## src/rtl/gcp_pkg.sv

```systemverilog
package gcp_pkg;

    // Fixed field widths of the item and result transactions, and of a degree count.
    localparam int W  = 64;
    localparam int VW = 6;
    localparam int DW = 7;

    // Default graph size.
    localparam int VERTICES_DEF = 64;

    // Function codes carried by an input transaction.
    localparam logic FUNC_LOAD = 1'b0;
    localparam logic FUNC_PART = 1'b1;

    // Commands from the controller to the datapath.
    typedef struct packed {
        logic load_row;
        logic start;
        logic issue;
        logic pick;
        logic emit;
        logic emit_empty;
    } gcp_cmd_t;

    // Status from the datapath to the controller.
    typedef struct packed {
        logic scan_last;
        logic pipe_busy;
        logic possible_zero;
        logic remaining_zero;
        logic cand_zero;
        logic out_free;
    } gcp_sts_t;

endpackage

```

## src/rtl/gcp_if.sv

```systemverilog
interface gcp_item_if;
    logic                    valid;
    logic                    ready;
    logic                    func;
    logic [gcp_pkg::VW-1:0]  row_index;
    logic [gcp_pkg::W-1:0]   row_mask;
    logic [gcp_pkg::W-1:0]   candidate_set;

    modport source (output valid, func, row_index, row_mask, candidate_set, input ready);
    modport sink   (input valid, func, row_index, row_mask, candidate_set, output ready);
endinterface

interface gcp_result_if;
    logic                    valid;
    logic                    ready;
    logic [gcp_pkg::W-1:0]   group_mask;
    logic [gcp_pkg::VW-1:0]  group_index;
    logic                    last;
    logic                    empty_res;

    modport source (output valid, group_mask, group_index, last, empty_res, input ready);
    modport sink   (input valid, group_mask, group_index, last, empty_res, output ready);
endinterface

```

## src/rtl/gcp_ctrl.sv

```systemverilog
module gcp_ctrl (
    input  logic              clk,
    input  logic              rst_n,
    input  logic              item_valid,
    input  logic              item_func,
    output logic              item_ready,
    input  gcp_pkg::gcp_sts_t sts,
    output gcp_pkg::gcp_cmd_t cmd
);
    import gcp_pkg::*;

    localparam logic [2:0] S_IDLE  = 3'd0;
    localparam logic [2:0] S_SCAN  = 3'd1;
    localparam logic [2:0] S_DRAIN = 3'd2;
    localparam logic [2:0] S_PICK  = 3'd3;
    localparam logic [2:0] S_CHECK = 3'd4;
    localparam logic [2:0] S_EMIT  = 3'd5;
    localparam logic [2:0] S_EMPTY = 3'd6;

    logic [2:0] state_reg;
    logic [2:0] state_next;
    logic       accept;

    assign item_ready = (state_reg == S_IDLE);
    assign accept     = item_valid && item_ready;

    // Next state and commands.
    always_comb
    begin
        state_next = state_reg;
        cmd        = '0;
        unique case (state_reg)
            S_IDLE:
            begin
                if (accept && (item_func == FUNC_LOAD))
                begin
                    cmd.load_row = 1'b1;
                end
                else if (accept)
                begin
                    cmd.start  = 1'b1;
                    state_next = sts.cand_zero ? S_EMPTY : S_SCAN;
                end
            end
            S_SCAN:
            begin
                cmd.issue = 1'b1;
                if (sts.scan_last)
                begin
                    state_next = S_DRAIN;
                end
            end
            S_DRAIN:
            begin
                if (!sts.pipe_busy)
                begin
                    state_next = S_PICK;
                end
            end
            S_PICK:
            begin
                cmd.pick   = 1'b1;
                state_next = S_CHECK;
            end
            S_CHECK:
            begin
                state_next = sts.possible_zero ? S_EMIT : S_SCAN;
            end
            S_EMIT:
            begin
                if (sts.out_free)
                begin
                    cmd.emit   = 1'b1;
                    state_next = sts.remaining_zero ? S_IDLE : S_SCAN;
                end
            end
            S_EMPTY:
            begin
                if (sts.out_free)
                begin
                    cmd.emit_empty = 1'b1;
                    state_next     = S_IDLE;
                end
            end
            default:
            begin
                state_next = S_IDLE;
            end
        endcase
    end

    // State register.
    always_ff @(posedge clk or negedge rst_n)
    begin
        if (!rst_n)
        begin
            state_reg <= S_IDLE;
        end
        else
        begin
            state_reg <= state_next;
        end
    end

endmodule

```

## src/rtl/gcp_datapath.sv

```systemverilog
module gcp_datapath #(
    parameter int VERTICES = gcp_pkg::VERTICES_DEF
) (
    input  logic                    clk,
    input  logic                    rst_n,
    input  logic [gcp_pkg::VW-1:0]  row_index,
    input  logic [gcp_pkg::W-1:0]   row_mask,
    input  logic [gcp_pkg::W-1:0]   candidate_set,
    input  gcp_pkg::gcp_cmd_t       cmd,
    output gcp_pkg::gcp_sts_t       sts,
    gcp_result_if.source            results
);
    import gcp_pkg::*;

    localparam int AW = $clog2(VERTICES);
    localparam logic [W-1:0] VMASK = {W{1'b1}} >> (W - VERTICES);

    // Population count as a tree of independent adds per level.
    function automatic logic [DW-1:0] popcount(input logic [W-1:0] x);
        logic [1:0] l1 [32];
        logic [2:0] l2 [16];
        logic [3:0] l3 [8];
        logic [4:0] l4 [4];
        logic [5:0] l5 [2];
        for (int i = 0; i < 32; i++)
        begin
            l1[i] = {1'b0, x[2*i]} + {1'b0, x[2*i+1]};
        end
        for (int i = 0; i < 16; i++)
        begin
            l2[i] = {1'b0, l1[2*i]} + {1'b0, l1[2*i+1]};
        end
        for (int i = 0; i < 8; i++)
        begin
            l3[i] = {1'b0, l2[2*i]} + {1'b0, l2[2*i+1]};
        end
        for (int i = 0; i < 4; i++)
        begin
            l4[i] = {1'b0, l3[2*i]} + {1'b0, l3[2*i+1]};
        end
        for (int i = 0; i < 2; i++)
        begin
            l5[i] = {1'b0, l4[2*i]} + {1'b0, l4[2*i+1]};
        end
        return {1'b0, l5[0]} + {1'b0, l5[1]};
    endfunction

    // Adjacency memory with a valid bit per row; an unwritten row reads as zero.
    logic [W-1:0]          adj_mem [VERTICES];
    logic [VERTICES-1:0]   row_vld_reg;

    logic [W-1:0]  remaining_reg;
    logic [W-1:0]  possible_reg;
    logic [W-1:0]  group_reg;
    logic [VW-1:0] grp_cnt_reg;
    logic [AW-1:0] addr_reg;

    // Scan pipeline.
    logic          s1_act_reg;
    logic [VW-1:0] s1_idx_reg;
    logic [W-1:0]  s1_row_reg;
    logic          s1_vld_reg;
    logic          s2_act_reg;
    logic [VW-1:0] s2_idx_reg;
    logic [W-1:0]  s2_row_reg;
    logic [DW-1:0] s2_deg_reg;

    // Best candidate of the current scan.
    logic          found_reg;
    logic [VW-1:0] best_vertex_reg;
    logic [DW-1:0] best_degree_reg;
    logic [W-1:0]  best_row_reg;

    // Output register.
    logic          out_vld_reg;
    logic [W-1:0]  out_group_reg;
    logic [VW-1:0] out_idx_reg;
    logic          out_last_reg;
    logic          out_empty_reg;

    logic          row_in_range;
    logic [W-1:0]  cand_masked;
    logic [W-1:0]  s1_row_eff;
    logic [W-1:0]  pick_bit;
    logic          take_best;
    logic          out_load;

    assign row_in_range = ({1'b0, row_index} < (VW + 1)'(VERTICES));
    assign cand_masked  = candidate_set & VMASK;
    assign s1_row_eff   = s1_vld_reg ? s1_row_reg : '0;
    assign pick_bit     = W'(1) << best_vertex_reg;
    assign take_best    = s2_act_reg && (!found_reg || (s2_deg_reg > best_degree_reg));
    assign out_load     = cmd.emit || cmd.emit_empty;

    assign sts.scan_last      = (addr_reg == AW'(VERTICES - 1));
    assign sts.pipe_busy      = s1_act_reg || s2_act_reg;
    assign sts.possible_zero  = (possible_reg == '0);
    assign sts.remaining_zero = (remaining_reg == '0);
    assign sts.cand_zero      = (cand_masked == '0);
    assign sts.out_free       = !out_vld_reg || results.ready;

    assign results.valid       = out_vld_reg;
    assign results.group_mask  = out_group_reg;
    assign results.group_index = out_idx_reg;
    assign results.last        = out_last_reg;
    assign results.empty_res   = out_empty_reg;

    // Memory write on a row load and registered read during a scan.
    always_ff @(posedge clk)
    begin
        if (cmd.load_row && row_in_range)
        begin
            adj_mem[row_index[AW-1:0]] <= row_mask & VMASK & ~(W'(1) << row_index);
        end
        s1_row_reg <= adj_mem[addr_reg];
    end

    always_ff @(posedge clk or negedge rst_n)
    begin
        if (!rst_n)
        begin
            row_vld_reg <= '0;
            s1_vld_reg  <= 1'b0;
        end
        else
        begin
            if (cmd.load_row && row_in_range)
            begin
                row_vld_reg[row_index[AW-1:0]] <= 1'b1;
            end
            s1_vld_reg <= row_vld_reg[addr_reg];
        end
    end

    // Pipeline control and the working sets.
    always_ff @(posedge clk or negedge rst_n)
    begin
        if (!rst_n)
        begin
            s1_act_reg    <= 1'b0;
            s2_act_reg    <= 1'b0;
            found_reg     <= 1'b0;
            addr_reg      <= '0;
            remaining_reg <= '0;
            possible_reg  <= '0;
            group_reg     <= '0;
            grp_cnt_reg   <= '0;
            out_vld_reg   <= 1'b0;
        end
        else
        begin
            s1_act_reg <= cmd.issue;
            s2_act_reg <= s1_act_reg && possible_reg[s1_idx_reg];

            if (cmd.issue)
            begin
                addr_reg <= addr_reg + AW'(1);
            end

            if (take_best)
            begin
                found_reg <= 1'b1;
            end

            if (cmd.start)
            begin
                remaining_reg <= cand_masked;
                possible_reg  <= cand_masked;
                group_reg     <= '0;
                grp_cnt_reg   <= '0;
                addr_reg      <= '0;
                found_reg     <= 1'b0;
            end
            else if (cmd.pick)
            begin
                group_reg     <= group_reg | pick_bit;
                remaining_reg <= remaining_reg & ~pick_bit;
                possible_reg  <= possible_reg & ~pick_bit & best_row_reg;
                addr_reg      <= '0;
                found_reg     <= 1'b0;
            end
            else if (cmd.emit)
            begin
                possible_reg <= remaining_reg;
                group_reg    <= '0;
                grp_cnt_reg  <= grp_cnt_reg + VW'(1);
                addr_reg     <= '0;
                found_reg    <= 1'b0;
            end

            if (out_load)
            begin
                out_vld_reg <= 1'b1;
            end
            else if (results.ready)
            begin
                out_vld_reg <= 1'b0;
            end
        end
    end

    // Pipeline payload, best candidate and result payload.
    always_ff @(posedge clk)
    begin
        s1_idx_reg <= VW'(addr_reg);
        s2_idx_reg <= s1_idx_reg;
        s2_row_reg <= s1_row_eff;
        s2_deg_reg <= popcount(s1_row_eff & possible_reg);

        if (take_best)
        begin
            best_vertex_reg <= s2_idx_reg;
            best_degree_reg <= s2_deg_reg;
            best_row_reg    <= s2_row_reg;
        end

        if (cmd.emit)
        begin
            out_group_reg <= group_reg;
            out_idx_reg   <= grp_cnt_reg;
            out_last_reg  <= (remaining_reg == '0);
            out_empty_reg <= 1'b0;
        end
        else if (cmd.emit_empty)
        begin
            out_group_reg <= '0;
            out_idx_reg   <= '0;
            out_last_reg  <= 1'b1;
            out_empty_reg <= 1'b1;
        end
    end

    // A group never overlaps the vertices still to be placed.
    a_group_disjoint: assert property (@(posedge clk) disable iff (!rst_n)
        (group_reg & remaining_reg) == '0)
        else $error("group overlaps remaining set");

    // The possible set stays inside the remaining set.
    a_possible_subset: assert property (@(posedge clk) disable iff (!rst_n)
        (possible_reg & ~remaining_reg) == '0)
        else $error("possible set leaves remaining set");

    // A pick always follows a scan that found a candidate.
    a_pick_found: assert property (@(posedge clk) disable iff (!rst_n)
        cmd.pick |-> found_reg)
        else $error("pick without a candidate");

    // A real group result is never empty.
    a_group_nonzero: assert property (@(posedge clk) disable iff (!rst_n)
        cmd.emit |=> (out_group_reg != '0) && !out_empty_reg)
        else $error("empty group emitted");

endmodule

```

## src/rtl/greedy_clique_partition_top.sv

```systemverilog
// Load transaction: accepted only while idle, produces no result.
// Partition transaction: each vertex pick scans every row, and a group is emitted
// once no vertex can still join it; the transaction ends when no vertex remains.
// One start is handled at a time; the scan pipeline and its memory read set the rate.
// Reset is asynchronous and active low; it clears every row's valid bit at once,
// so the graph reads as all zero at once, with no clearing pass.
module greedy_clique_partition_top #(
    parameter int VERTICES = gcp_pkg::VERTICES_DEF
) (
    input  logic       clk,
    input  logic       rst_n,
    gcp_item_if.sink   items,
    gcp_result_if.source results
);
    import gcp_pkg::*;

    gcp_cmd_t cmd;
    gcp_sts_t sts;
    logic     ready_w;

    assign items.ready = ready_w;

    gcp_ctrl u_ctrl (
        .clk        (clk),
        .rst_n      (rst_n),
        .item_valid (items.valid),
        .item_func  (items.func),
        .item_ready (ready_w),
        .sts        (sts),
        .cmd        (cmd)
    );

    gcp_datapath #(
        .VERTICES (VERTICES)
    ) u_datapath (
        .clk           (clk),
        .rst_n         (rst_n),
        .row_index     (items.row_index),
        .row_mask      (items.row_mask),
        .candidate_set (items.candidate_set),
        .cmd           (cmd),
        .sts           (sts),
        .results       (results)
    );

endmodule
```

## src/flat_wrapper.sv

```systemverilog
// flat-port wrapper written by rule: the top's interface ports become plain ports
module greedy_clique_partition_top_flat import gcp_pkg::*;
#(
    parameter int VERTICES = gcp_pkg::VERTICES_DEF
)
  (clk, rst_n, items_valid, items_func, items_row_index, items_row_mask, items_candidate_set, items_ready, results_valid, results_group_mask, results_group_index, results_last, results_empty_res, results_ready);
  gcp_item_if items_i ();
  gcp_result_if results_i ();
  input  logic clk;
  input  logic rst_n;
  input wire logic [$bits(items_i.valid)-1:0] items_valid;
  input wire logic [$bits(items_i.func)-1:0] items_func;
  input wire logic [$bits(items_i.row_index)-1:0] items_row_index;
  input wire logic [$bits(items_i.row_mask)-1:0] items_row_mask;
  input wire logic [$bits(items_i.candidate_set)-1:0] items_candidate_set;
  output wire logic [$bits(items_i.ready)-1:0] items_ready;
  output wire logic [$bits(results_i.valid)-1:0] results_valid;
  output wire logic [$bits(results_i.group_mask)-1:0] results_group_mask;
  output wire logic [$bits(results_i.group_index)-1:0] results_group_index;
  output wire logic [$bits(results_i.last)-1:0] results_last;
  output wire logic [$bits(results_i.empty_res)-1:0] results_empty_res;
  input wire logic [$bits(results_i.ready)-1:0] results_ready;
  assign items_i.valid = items_valid;
  assign items_i.func = items_func;
  assign items_i.row_index = items_row_index;
  assign items_i.row_mask = items_row_mask;
  assign items_i.candidate_set = items_candidate_set;
  assign items_ready = items_i.ready;
  assign results_valid = results_i.valid;
  assign results_group_mask = results_i.group_mask;
  assign results_group_index = results_i.group_index;
  assign results_last = results_i.last;
  assign results_empty_res = results_i.empty_res;
  assign results_i.ready = results_ready;
  greedy_clique_partition_top #(.VERTICES(VERTICES)) u_core (.clk(clk), .rst_n(rst_n), .items(items_i), .results(results_i));
endmodule
```

## config.mk

```make
export PLATFORM = sky130hd
export DESIGN_NAME = greedy_clique_partition_top_flat
export DESIGN_NICKNAME = d
export VERILOG_FILES = /design/src/rtl/gcp_pkg.sv /design/src/rtl/gcp_if.sv /design/src/rtl/gcp_ctrl.sv /design/src/rtl/gcp_datapath.sv /design/src/rtl/greedy_clique_partition_top.sv /design/src/flat_wrapper.sv
export SDC_FILE = /design/constraint.sdc
export NUM_CORES = 2
export LEC_CHECK = 0
export ABC_CLOCK_PERIOD_IN_PS = 14300
export BUFFER_PORTS_ARGS = -buffer_cell sky130_fd_sc_hd__buf_2
export CORE_ASPECT_RATIO = 1.75
export CORE_MARGIN = 2
export CORE_UTILIZATION = 45
export DETAILED_ROUTE_END_ITERATION = 10
export GPL_TIMING_DRIVEN = 0
export SLEW_MARGIN = 40
export SYNTH_ARGS = -nofsm -noshare
export SYNTH_HDL_FRONTEND = slang
export SYNTH_SLANG_ARGS = --single-unit
```

## constraint.sdc

```tcl
create_clock -name clk -period 14.3 [get_ports clk]
set_input_delay 0.715 -clock clk [delete_from_list [all_inputs] [get_ports clk]]
set_output_delay 0.715 -clock clk [all_outputs]
set_load 0.02 [all_outputs]
```

Yosys cells after proc, flatten, opt, wreduce, memory -nomap -nowiden --
Memories as Yosys holds them, arrays and structs flattened. A register that Yosys moved wholly into a read port is not among the register bits. Index checks and enable logic that the tools add are counted.
Storage, ports and cells: memories 1, bits in read-only memories 0, bits in latches 0, register bits 508, output and inout port bits 74, RAM bits 4096, bits of input ports 139, word-level logic and storage cells 199
Cells by class: reductions and logical operators 24, $lt $le $gt $ge 5, eq/ne operators 14, div/mod/pow operators 0, multiplexer cells 55, shifts and indexed selects 2, bitwise operators 10, $add $sub $neg 65, $mul 0
Memory list:
- u_core.u_datapath.adj_mem | words 64, width 64, rd ports 1, clocked after Yosys merged registers in 1, wr ports 1, RTL line gcp_datapath.sv:49 | logic [W-1:0] adj_mem [VERTICES];
Operators by type and width (number):
- $mux 64 | 11
- $and 64x64->64 | 5
- $logic_not 64->1 | 3
- $not 64->64 | 2
- $or 64x64->64 | 2
- $shl 1x6->64 const A | 2
- $add 1x1->2 | 32
- $mux 6 | 9
- $add 2x2->3 | 16
- $add 3x3->4 | 8
- $mux 3 | 8
- $mux 1 | 22
- $lt 6x7->1 const B | 3
- $pmux 3 s7 | 1
- $add 4x4->5 | 4
- $add 5x5->6 | 2
- $add 6x1->6 const B | 2
- $bmux 1 s6 | 2
- $ne 2x1->1 const B | 5
- $eq 3x3->1 const B | 3
- $reduce_bool 2->1 | 4
- $reduce_bool 4->1 | 2
- $add 6x6->7 | 1
- $gt 7x7->1 | 1
- other kinds (15) | 25

Depth between registers and ports, before layout --
depth in word-level cells 8, gate-level depth with buffers 25, mapped depth without buffers 23

Modules after synthesis --
Synthesis repeated with hierarchy kept, for this count alone.
Second synthesis, totals: cell total of the unflattened synthesis 8451, area total of the unflattened synthesis 179778.7 sq um
Modules (own cells, without submodules):
- gcp_datapath | area each 179482.1 sq um, cells each 8414, sequential area each 137236.6 sq um, times used 1
- gcp_ctrl | area each 296.5 sq um, cells each 37, sequential area each 75.1 sq um, times used 1

Worst setup path after synthesis --
No wires, ideal clock.
path kind flip-flop to flip-flop, from register u_core.u_datapath.best_degree_reg[1], to register u_core.u_datapath.best_degree_reg[0], enable pin, slack 7.094 ns, cell stages (with the launch flop) 8, path buffers 0, library setup time 0.630 ns, arrival time 6.576 ns, period minus slack after synthesis 7.206 ns, data required time 13.670 ns, cells stage by stage edfxtp_1 inv_1 ha_1 a21o_1 a21oi_1 o21ai_0 o22ai_1 a21boi_0
Between the ends: cells in the longest elaborated chain, start to end 3
Ends and longest elaborated chain:
- start: declaration | RTL line gcp_datapath.sv:71 | logic [DW-1:0] best_degree_reg;
- start signal: assignment | RTL line gcp_datapath.sv:213 | best_degree_reg <= s2_deg_reg;
- $gt 7x7->1 | RTL line gcp_datapath.sv:92 | assign take_best = s2_act_reg && (!found_reg || (s2_deg_reg > best_degree_reg));
- $logic_or 1x1->1 | RTL line gcp_datapath.sv:92
- $logic_and 1x1->1 | RTL line gcp_datapath.sv:92
- named net u_core.u_datapath.take_best | RTL line gcp_datapath.sv:85 | logic take_best;
The timed path passes the listed nets, and every way through them passes these cells. A chain may end at the register's enable or synchronous reset.

Worst setup path in the final report --
from register u_core.u_datapath.s1_vld_reg, to register u_core.u_datapath.s2_deg_reg[6]
Between the ends: cells in the longest elaborated chain, start to end 8, elaborated cells on any way between the ends 65, those cells by class add/sub: 63; mux: 1; bitwise: 1
Ends and longest elaborated chain:
- start: declaration | RTL line gcp_datapath.sv:62 | logic s1_vld_reg;
- start signal: assignment | RTL line gcp_datapath.sv:131 | s1_vld_reg <= row_vld_reg[addr_reg];
- $mux 64 | RTL line gcp_datapath.sv:90 | assign s1_row_eff = s1_vld_reg ? s1_row_reg : '0;
- named net u_core.u_datapath.s1_row_eff[57] | RTL line gcp_datapath.sv:83 | logic [W-1:0] s1_row_eff;
- $and 64x64->64 | RTL line gcp_datapath.sv:208 | s2_deg_reg <= popcount(s1_row_eff & possible_reg);
- $add 1x1->2 | RTL line gcp_datapath.sv:27 | l1[i] = {1'b0, x[2*i]} + {1'b0, x[2*i+1]};
- $add 2x2->3 | RTL line gcp_datapath.sv:31 | l2[i] = {1'b0, l1[2*i]} + {1'b0, l1[2*i+1]};
- $add 3x3->4 | RTL line gcp_datapath.sv:35 | l3[i] = {1'b0, l2[2*i]} + {1'b0, l2[2*i+1]};
- $add 4x4->5 | RTL line gcp_datapath.sv:39 | l4[i] = {1'b0, l3[2*i]} + {1'b0, l3[2*i+1]};
- $add 5x5->6 | RTL line gcp_datapath.sv:43 | l5[i] = {1'b0, l4[2*i]} + {1'b0, l4[2*i+1]};
- $add 6x6->7 | RTL line gcp_datapath.sv:45 | return {1'b0, l5[0]} + {1'b0, l5[1]};
- end signal: assignment | RTL line gcp_datapath.sv:208
- end: declaration | RTL line gcp_datapath.sv:66 | logic [DW-1:0] s2_deg_reg;
The timed path passes the listed nets, and every way through them passes these cells.

==> impl_metrics.ini <==
[worst_setup_path]
start_kind = flip-flop
cp_max_fo = 10
cp_data_arrival_time_ns = 9.13
critPathBufInv = 8
r2r_slack_ns = 6.03
worstSetupEndpointType = flip-flop
worstReg2RegStart = u_core.u_datapath.s1_vld_reg
criticalPathCategory = reg -> reg
path_cells = clkbuf_1 > clkbuf_1 > and2_2 > nand2_1 > fa_1 > inv_1 > fa_1 > inv_1 > fa_1 > fa_1 > inv_1 > fa_1 > inv_1 > fa_1 > fa_1 > fa_1 > inv_1 > ha_1 > fa_1 > a21o_1 > a21oi_1 > inv_1 > a21oi_1 > o21bai_1
worstSetupStartpoint = u_core.u_datapath.s1_vld_reg
critPathMaxStageDelay_ns = 0.75
critPathTopFamily = adder cells
critPathSlowestCell = fa_1
crit_top_cell = fa_1
required_ns = 15.16

[yosys]
synth_ff_type = edfxtp_1
yosys_warnings = 0
synthAdderAreaFrac = 0.00770
syn_inst = 8514
synth_top_family_by_area = multiplexers
ys_seq_area_frac = 0.765
syn-cell-area_um2 = 179000
synth_simple_gate_area_share = 0.0280
synth_edf_count = 4244
yosys.area_share.xor_xnor = 0.000732
ys_ff_latch = 4668
synth-compound-area-share = 0.0280
synthDistinctLibCells = 61
synthMuxAreaShare = 0.157
synth-async-reset-ratio = 0.0591
syn-num-nets = 8731
syn_avg_cell_area_um2 = 21.1

[clock_network]
cts_root_buffer = clkbuf_16
clock_path_buffers = 4
clk-insertion-delay-late_ns = 1.03
cts_made_buffers = 415
cts_tree = done
htreeDepth = 5
cts.clk_slew.worst_paths_ns = 0.07
cts_resized = 0
cts_sinks = 4668

[floorplan]
core-area_um2 = 397000
die_height_um = 839
fp.dieW_um = 481
rows = 306
pin_count = 213
die_area_um2 = 404000
initial_core_util = 0.452

[global_route]
grt_pass1_wl_um = 927000
busiest_layer = met2
grt.met1_usage = 0.371
antenna_found_initial = 52
gr-usage-met3 = 0.0741
grt_usage = 0.349
grt_max_degree = 66
grtUsageMet2 = 0.588
overflow = 0
grt_pass1_vias = 101000

[power_and_ir_drop]
p_per_area_nw_per_um2 = 166
peakVddDrop_mv = 0.132
p_leak_nw = 71.2
total_power_mw = 36.1

[finish]
syn_to_final_growth_pct = 21.0
drive_above_1_share = 0.323
nets = 10100
seq_area_um2 = 137000
multi_input_area_um2 = 41100
mostFrequentLayoutCell = edfxtp_1
largest_reg_flops = 4096
final_cells = 15500
fillers = 29800
final_cell_mix = edfxtp_1, mux4_2, clkbuf_16

[hold_path]
hp-class = in -> reg
hold_path_startpoint = items_candidate_set[40]

[placed_design]
gp_congestion = 1.02
io_buffers = 209
dp_hpwl_um = 531000
dpl.cell_count = 14600

[timing]
slew_viol_final = 0
slew_headroom = 0.314
tightest_slew_ns = 1.03
finalCritPeriodShare = 0.578
finalHoldViolations = 0
rsz0062_at_grt = no
max_freq_ghz = 0.121
finClkSkew_ns = 0.0734
setup_viol = 0
finalCriticalPeriod_ns = 8.27
finalSetupTns_ns = 0

[status]
outcome = finished clean

[detailed_routing]
drc = 0
drtPass1Iterations = 6
wl_per_cell_um = 45.7
vias_per_cell = 6.54
drt-initial-drc-count = 15300
drt_wl_total_um = 706000
via_count = 101000
ant_nets = 0

[job]
drv_cap = 0
==> kinds of logic (layout without fill, tap and decap cells) <==
group | Yosys count | in the layout
flops | 4668 | 4668
mux | 1384 | 1384
simple gates | 1050 | 1050
compound gates | 780 | 780
buf+inv | 539 | 2207
fa+ha+maj | 78 | 78
xor+xnor | 15 | 15
other cells | 0 | 40
==> tightest hold or removal path, stage by stage <==
cell,delay [ns]
buf_2,0.12
nand2_1,0.12
nand2_1,0.08
==> through the flow <==
step / setup slack (ns) / area [um^2] / utilization / hold slack, ns
final: 6.03 / 217000 / 0.547 / 0.0366
after global routing: 5.79 / 217000 / 0.547 / 0.0355
after CTS: 6.13 / 217000 / 0.547 / 0.000620
after detailed placement: 6.16 / 203000 / 0.511 / 0.360
after global placement: 0.553 / 187000 / 0.471 / 0.360
after floorplan: 7.09 / 179000 / - / 0.329
==> timing repair <==
| action | in CTS | in global routing |
|---|---|---|
| hold buffers | 28 | 0 |
| endpoints found under the hold margin | 212 | 0 |
| setup buffers | 0 | 0 |
==> cell type report <==
class                   count  area share
diodes                     40    0.000461
plain buffers             477      0.0114
clock buffers             528      0.0519
clock inverters           227      0.0121
inverters                  62     0.00107
multi-input cells        3307       0.189
flip-flops and latches   4668       0.633
well taps                5236      0.0302
repair buffers            913      0.0710
==> synthesized netlist by cell type, types with 90 or more instances <==
library cell     n  area share
a21oi_1        193      0.0054
nand2_1        329      0.0069
dfxtp_1        148       0.017
buf_2          118      0.0033
edfxtp_1      4244        0.71
o22ai_1         90      0.0031
dfrtp_1        276       0.039
mux2i_1        241       0.013
mux4_2        1140        0.14
and2_1         140      0.0049
nor2_1         266      0.0056
clkbuf_1       258      0.0054
o21ai_0        142      0.0040
==> report_power, final <==
group | internal (mW) | switching, mW
Combinational | 3.12 | 5.24
Clock | 6.57 | 5.20
Sequential | 15.4 | 0.622
Total | 25.0 | 11.1
==> layer usage <==
metal,vias up,share of wire
li1,37900,-
met1,53500,0.30
met2,7532,0.50
met3,2223,0.094
met4,22,0.11
met5,-,0.00021
==> worst paths after layout <==
check	end	cells past startpoint
worst max register to register	u_core.u_datapath.s2_deg_reg[6]	24
min in group asynchronous	u_core.u_datapath.group_reg[60]	2
worst min-delay path	u_core.u_datapath.remaining_reg[40]	3
max in group asynchronous	u_core.u_datapath.row_vld_reg[54]	5
worst max-delay path	u_core.u_datapath.s2_deg_reg[6]	24
worst min register to register	u_core.u_datapath.s1_idx_reg[3]	0
No activity file was read; power rests on OpenSTA's default activity.
